File: config.mk
export PLATFORM = sky130hd
export DESIGN_NAME = zoths_cell
export DESIGN_NICKNAME = d
export VERILOG_FILES = /design/src/rtl/z_ordered_tile_hit_stack_macros.svh /design/src/rtl/zoths_pkg.sv /design/src/rtl/zoths_cell.sv
export SDC_FILE = /design/constraint.sdc
export NUM_CORES = 1
export LEC_CHECK = 0
export BUFFER_PORTS_ARGS = -buffer_cell sky130_fd_sc_hd__clkbuf_2
export CAP_MARGIN = 15
export CORE_AREA = 2 2 131 133
export DETAILED_ROUTE_END_ITERATION = 7
export DIE_AREA = 0 0 133 135
export GPL_ROUTABILITY_DRIVEN = 0
export SETUP_SLACK_MARGIN = 0.15
export SLEW_MARGIN = 25
export SYNTH_ARGS = -nofsm -noshare
export SYNTH_HDL_FRONTEND = slang
export SYNTH_SLANG_ARGS = --single-unit
File: constraint.sdc
create_clock -name clk -period 4.1 [get_ports clk]
set_clock_uncertainty 0.15 [all_clocks]
set_input_delay 0.205 -clock clk [delete_from_list [all_inputs] [get_ports clk]]
set_output_delay 0.205 -clock clk [all_outputs]
set_load 0.01 [all_outputs]
File: src/rtl/z_ordered_tile_hit_stack_macros.svh
// ----------------------------------------------------------------------------
// z-ordered tile hit stack assertion macros
// checks of the stack's own logic, removed for synthesis
// ----------------------------------------------------------------------------
`ifndef Z_ORDERED_TILE_HIT_STACK_MACROS_SVH
`define Z_ORDERED_TILE_HIT_STACK_MACROS_SVH
`ifndef SYNTHESIS
// antecedent implies consequent in the same cycle
`define ZOTHS_ASSERT_IMP(lbl, clk, rst, ante, cons) \
  lbl: assert property (@(posedge clk) disable iff (rst) (ante) |-> (cons)) \
    else $error("zoths assertion failed");
// antecedent implies consequent in the next cycle
`define ZOTHS_ASSERT_NEXT(lbl, clk, rst, ante, cons) \
  lbl: assert property (@(posedge clk) disable iff (rst) (ante) |=> (cons)) \
    else $error("zoths assertion failed");
`else
`define ZOTHS_ASSERT_IMP(lbl, clk, rst, ante, cons)
`define ZOTHS_ASSERT_NEXT(lbl, clk, rst, ante, cons)
`endif
`endif

File: src/rtl/zoths_pkg.sv
// ----------------------------------------------------------------------------
// zoths_pkg
// shared types and codes of the z-ordered tile hit stack
// ----------------------------------------------------------------------------
package zoths_pkg;

  localparam int DEFAULT_MAX_TILES = 32;
  localparam logic [23:0] HIGHLIGHT_RESET = 24'hFFFF00;

  localparam logic [3:0] MODE_ADD_BACK   = 4'd0;
  localparam logic [3:0] MODE_ADD_FRONT  = 4'd1;
  localparam logic [3:0] MODE_HIGHLIGHT  = 4'd2;
  localparam logic [3:0] MODE_RAISE      = 4'd3;
  localparam logic [3:0] MODE_LOWER      = 4'd4;
  localparam logic [3:0] MODE_REMOVE     = 4'd5;
  localparam logic [3:0] MODE_REMOVE_ALL = 4'd6;
  localparam logic [3:0] MODE_MERGE      = 4'd7;
  localparam logic [3:0] MODE_CLEAR      = 4'd8;
  localparam logic [3:0] MODE_DUMP       = 4'd9;

  localparam logic [1:0] STATUS_DONE = 2'd0;
  localparam logic [1:0] STATUS_MISS = 2'd1;
  localparam logic [1:0] STATUS_FULL = 2'd2;

  typedef struct packed {
    logic [11:0] left;
    logic [11:0] top;
    logic [12:0] width;
    logic [12:0] height;
    logic [23:0] color;
  } tile_t;

  // what every cell does in a cycle, qualified by its own position
  typedef enum logic [2:0] {
    K_NONE,
    K_LOAD,   // cell at lo takes the tile
    K_COLOR,  // cell at lo takes the tile's colour
    K_RAISE,  // cell 0 takes the tile, cells 1..lo take their front neighbour
    K_LOWER   // cells lo..hi-1 take their back neighbour, cell hi takes the tile
  } cell_kind_t;

  typedef struct packed {
    cell_kind_t kind;
    tile_t      tile;
  } cell_cmd_t;

endpackage

File: src/rtl/zoths_cell.sv
// ----------------------------------------------------------------------------
// zoths_cell
// one stack slot: holds a tile, tests it against the query point, shifts
// ----------------------------------------------------------------------------
module zoths_cell #(
  parameter int IDX = 0,
  parameter int CW  = 6
) (
  input  logic                clk,
  input  zoths_pkg::cell_cmd_t cmd,
  input  logic [CW-1:0]       lo,
  input  logic [CW-1:0]       hi,
  input  zoths_pkg::tile_t    prev_tile,
  input  zoths_pkg::tile_t    next_tile,
  input  logic [11:0]         qx,
  input  logic [11:0]         qy,
  output zoths_pkg::tile_t    tile,
  output logic                hit
);

  localparam logic [CW-1:0] MY = CW'(IDX);

  logic [13:0] right_edge;
  logic [13:0] bottom_edge;

  // half-open box test
  assign right_edge  = {2'b00, tile.left} + {1'b0, tile.width};
  assign bottom_edge = {2'b00, tile.top} + {1'b0, tile.height};
  assign hit = (tile.left <= qx) && ({2'b00, qx} < right_edge) &&
               (tile.top <= qy) && ({2'b00, qy} < bottom_edge);

  always_ff @(posedge clk) begin
    unique case (cmd.kind)
      zoths_pkg::K_LOAD: begin
        if (MY == lo) tile <= cmd.tile;
      end
      zoths_pkg::K_COLOR: begin
        if (MY == lo) tile.color <= cmd.tile.color;
      end
      zoths_pkg::K_RAISE: begin
        if (MY == '0) tile <= cmd.tile;
        else if (MY <= lo) tile <= prev_tile;
      end
      zoths_pkg::K_LOWER: begin
        if (MY == hi) tile <= cmd.tile;
        else if (MY >= lo && MY < hi) tile <= next_tile;
      end
      default: ;
    endcase
  end

endmodule

==> results.py <==
metrics = {
    "floorplanning": {
        "design.portCount": 337,
        "die_w_um": 133,
        "coreArea_um2": 16400,
        "rows": 47,
        "start_util_pct": 32.5,
        "chipHeight_um": 135,
        "dieArea_um2": 18000,
    },
    "yosys": {
        "synth_top_area_cell": "edfxtp_1",
        "yosysWarnings": 0,
        "async_flop_share_pct": 0,
        "synth_edf_count": 74,
        "postSynthAreaPerCell_um2": 11.9,
        "synthTopCellsByCount": "edfxtp_1, mux2_2, ha_1, a21oi_1, inv_1",
        "synth_top_area_share_pct": 41.7,
        "synth_area_um2": 5330,
        "seq_area_frac_synth_pct": 41.7,
        "ys_seq_elements": 74,
        "syn_nets": 782,
        "synth.distinct_cells": 47,
        "ys_top_cells_by_area": "edfxtp_1, ha_1, mux2_2",
        "ys.flop_type": "edfxtp_1",
        "syn-instance-count": 448,
    },
    "clocking": {
        "cts-root-buf": "clkbuf_16",
        "h-tree-depth": 3,
        "clock_path_buffers": 2,
        "cts_tree": "done",
        "clock_sinks": 74,
        "numCtsBuffers": 9,
        "path_clk_slew_ps": 60,
    },
    "timing": {
        "slew_headroom_pct": 37.0,
        "final_max_slew_viol_count": 0,
        "setup_viol": 0,
        "period_needed_ps": 3980,
        "finalCritPeriodShare_pct": 97.2,
        "timing.fmax_mhz": 251,
        "rsz0062_at_grt": "true",
        "whs_ps": 15.7,
        "worst_pin_slew_ps": 945,
        "hold_viol": 0,
    },
    "min_path": {
        "hold_class": "input pin to register",
    },
    "place": {
        "io_buffers": 262,
        "dp_hpwl_um": 12100,
        "placed_cells": 925,
    },
    "critical_path": {
        "crit_fanout": 2,
        "max_stage_delay_ps": 450,
        "arrival_ps": 3630,
        "crit_slowest_cell": "or4_4",
        "worstPathCellList": "ha_2 -> fa_2 -> a211oi_2 -> nor2_1 -> or4_4 -> nand4_1 -> buf_4 -> buf_4 -> buf_4 -> buf_4 -> buf_4 -> buf_4 -> buf_4 -> buf_4 -> buf_4 -> buf_4 -> nor2b_1 -> mux2i_1 -> o211a_1 -> clkbuf_8",
        "cp.required_ps": 3740,
        "start_kind": "register",
        "critPathKind": "register to primary output",
        "critPathCaptureType": "primary output",
        "crit_path_frequent_cell": "buf_4",
    },
    "pwr": {
        "switching_share_pct": 26.9,
        "p_switching_mw": 0.675,
        "p_comb_share_pct": 26.5,
        "power_frac_clock_pct": 36.9,
        "ir_worst_vdd_mv": 0.177,
        "p_int_mw": 1.83,
        "power_frac_seq_pct": 36.5,
        "power_density_nw_per_um2": 323,
        "p_leak_nw": 3.55,
    },
    "routing": {
        "drc": 0,
        "drt.antenna.violating_nets": 0,
        "wire_per_inst_um": 15.7,
        "dr.pass1.iters": 7,
        "drt-vias-per-instance": 4.83,
        "vias": 4742,
        "wirelength_um": 15400,
        "initialDrtViolationCount": 121,
    },
    "grt": {
        "grt_max_degree": 75,
        "track_usage_pct": 17.3,
        "antenna_found_initial": 0,
        "grt_pass1_vias": 5076,
        "overflow": 0,
        "grt_pass1_wl_um": 24400,
    },
    "flow_run": {
        "maxCapViolCount": 0,
    },
    "layout": {
        "drive_gt1_share_pct": 54.5,
        "largest_reg_flops": 74,
        "synthToLayoutAreaGrowth_pct": 45.6,
        "top_register": "tile",
        "top_regs": "tile x74",
        "stdcell_count": 981,
        "final_util_pct": 47.3,
        "nNetsFinal": 1090,
        "antenna_cells": 0,
    },
    "outcome": {
        "status": "finished clean",
    },
}
-- layout by cell type (no fill, tap or decap), drive strengths merged, types with 12 or more instances in the layout --
cell type	instances
buf	27
dlygate4sd3	16
nor2	18
ha	70
a21oi	32
clkbuf	272
edfxtp	74
xor2	12
mux2	74
inv	31
o21ai	22
nand2	15
-- logic make-up after synthesis --
logic type | count (synthesis) | synth area share (%)
AND/OR/NAND/NOR | 80 | 8.09
buffers and inverters | 39 | 3.61
flip-flops | 74 | 41.7
adder cells (fa/ha/maj) | 73 | 17.4
XOR/XNOR | 19 | 3.12
AO/OA/AOI/OAI | 88 | 10.3
multiplexers | 75 | 15.8
-- area by class of cell --
type,count,area (µm²)
fill,1514,8640
multi-input combinational,335,3110
sequential,74,2220
timing repair buffer,305,1700
tap,220,275
clock buffer,10,229
inverter,31,116
clock inverter,6,115
-- metal layers --
metal,up-vias,part of all wire [%],track usage (%)
li1,2320,-,-
met5,-,0,0
met4,0,2.4,7.71
met2,170,53,31.8
met1,2231,38,19.0
met3,21,6.4,4.05
-- power groups by stage --
stage               registers, mW  logic (mW)  clock network, mW
detailed placement          0.932       0.581                  0
global route                0.922       0.741              0.981
CTS                         0.915       0.645              0.951
finish                      0.917       0.666              0.926
global placement            0.932       0.562                  0
floorplan                   0.944       0.343                  0
-- final timing paths --
check  startpoint  endpoint  slack [ps]  cells after the start
max      tile[37]       hit         120                     20
min       cmd[38]  tile[38]          20                      2
-- timing repair --
action	CTS	global route
gates resized for setup	23	13
endpoints found under the setup margin	1	1
hold buffers	16	0
pin swaps	25	15
buffers inserted	22	2
hold endpoints to repair	13	0
-- worst max-delay path: cells and delay by family, from the launching register on --
kind	cells	cell delay (ps)
simple gates	4	710
flops	1	410
mux	1	120
compound gates	2	400
fa+ha+maj	2	570
buf+inv	11	1080
-- metrics by stage --
| stage | total power, mW | TNS, ps | cell area [µm²] | setup WS, ps |
|---|---|---|---|---|
| after CTS | 2.51 | 0 | 7640 | 121 |
| after global placement | 1.49 | 0 | 6890 | 230 |
| final | 2.51 | 0 | 7770 | 115 |
| after floorplan | 1.29 | 0 | 5330 | 587 |
| after detailed placement | 1.51 | 0 | 6890 | 237 |
| after global routing | 2.64 | -14.1 | 7770 | -14.1 |
(Power assumes the default switching activity.)
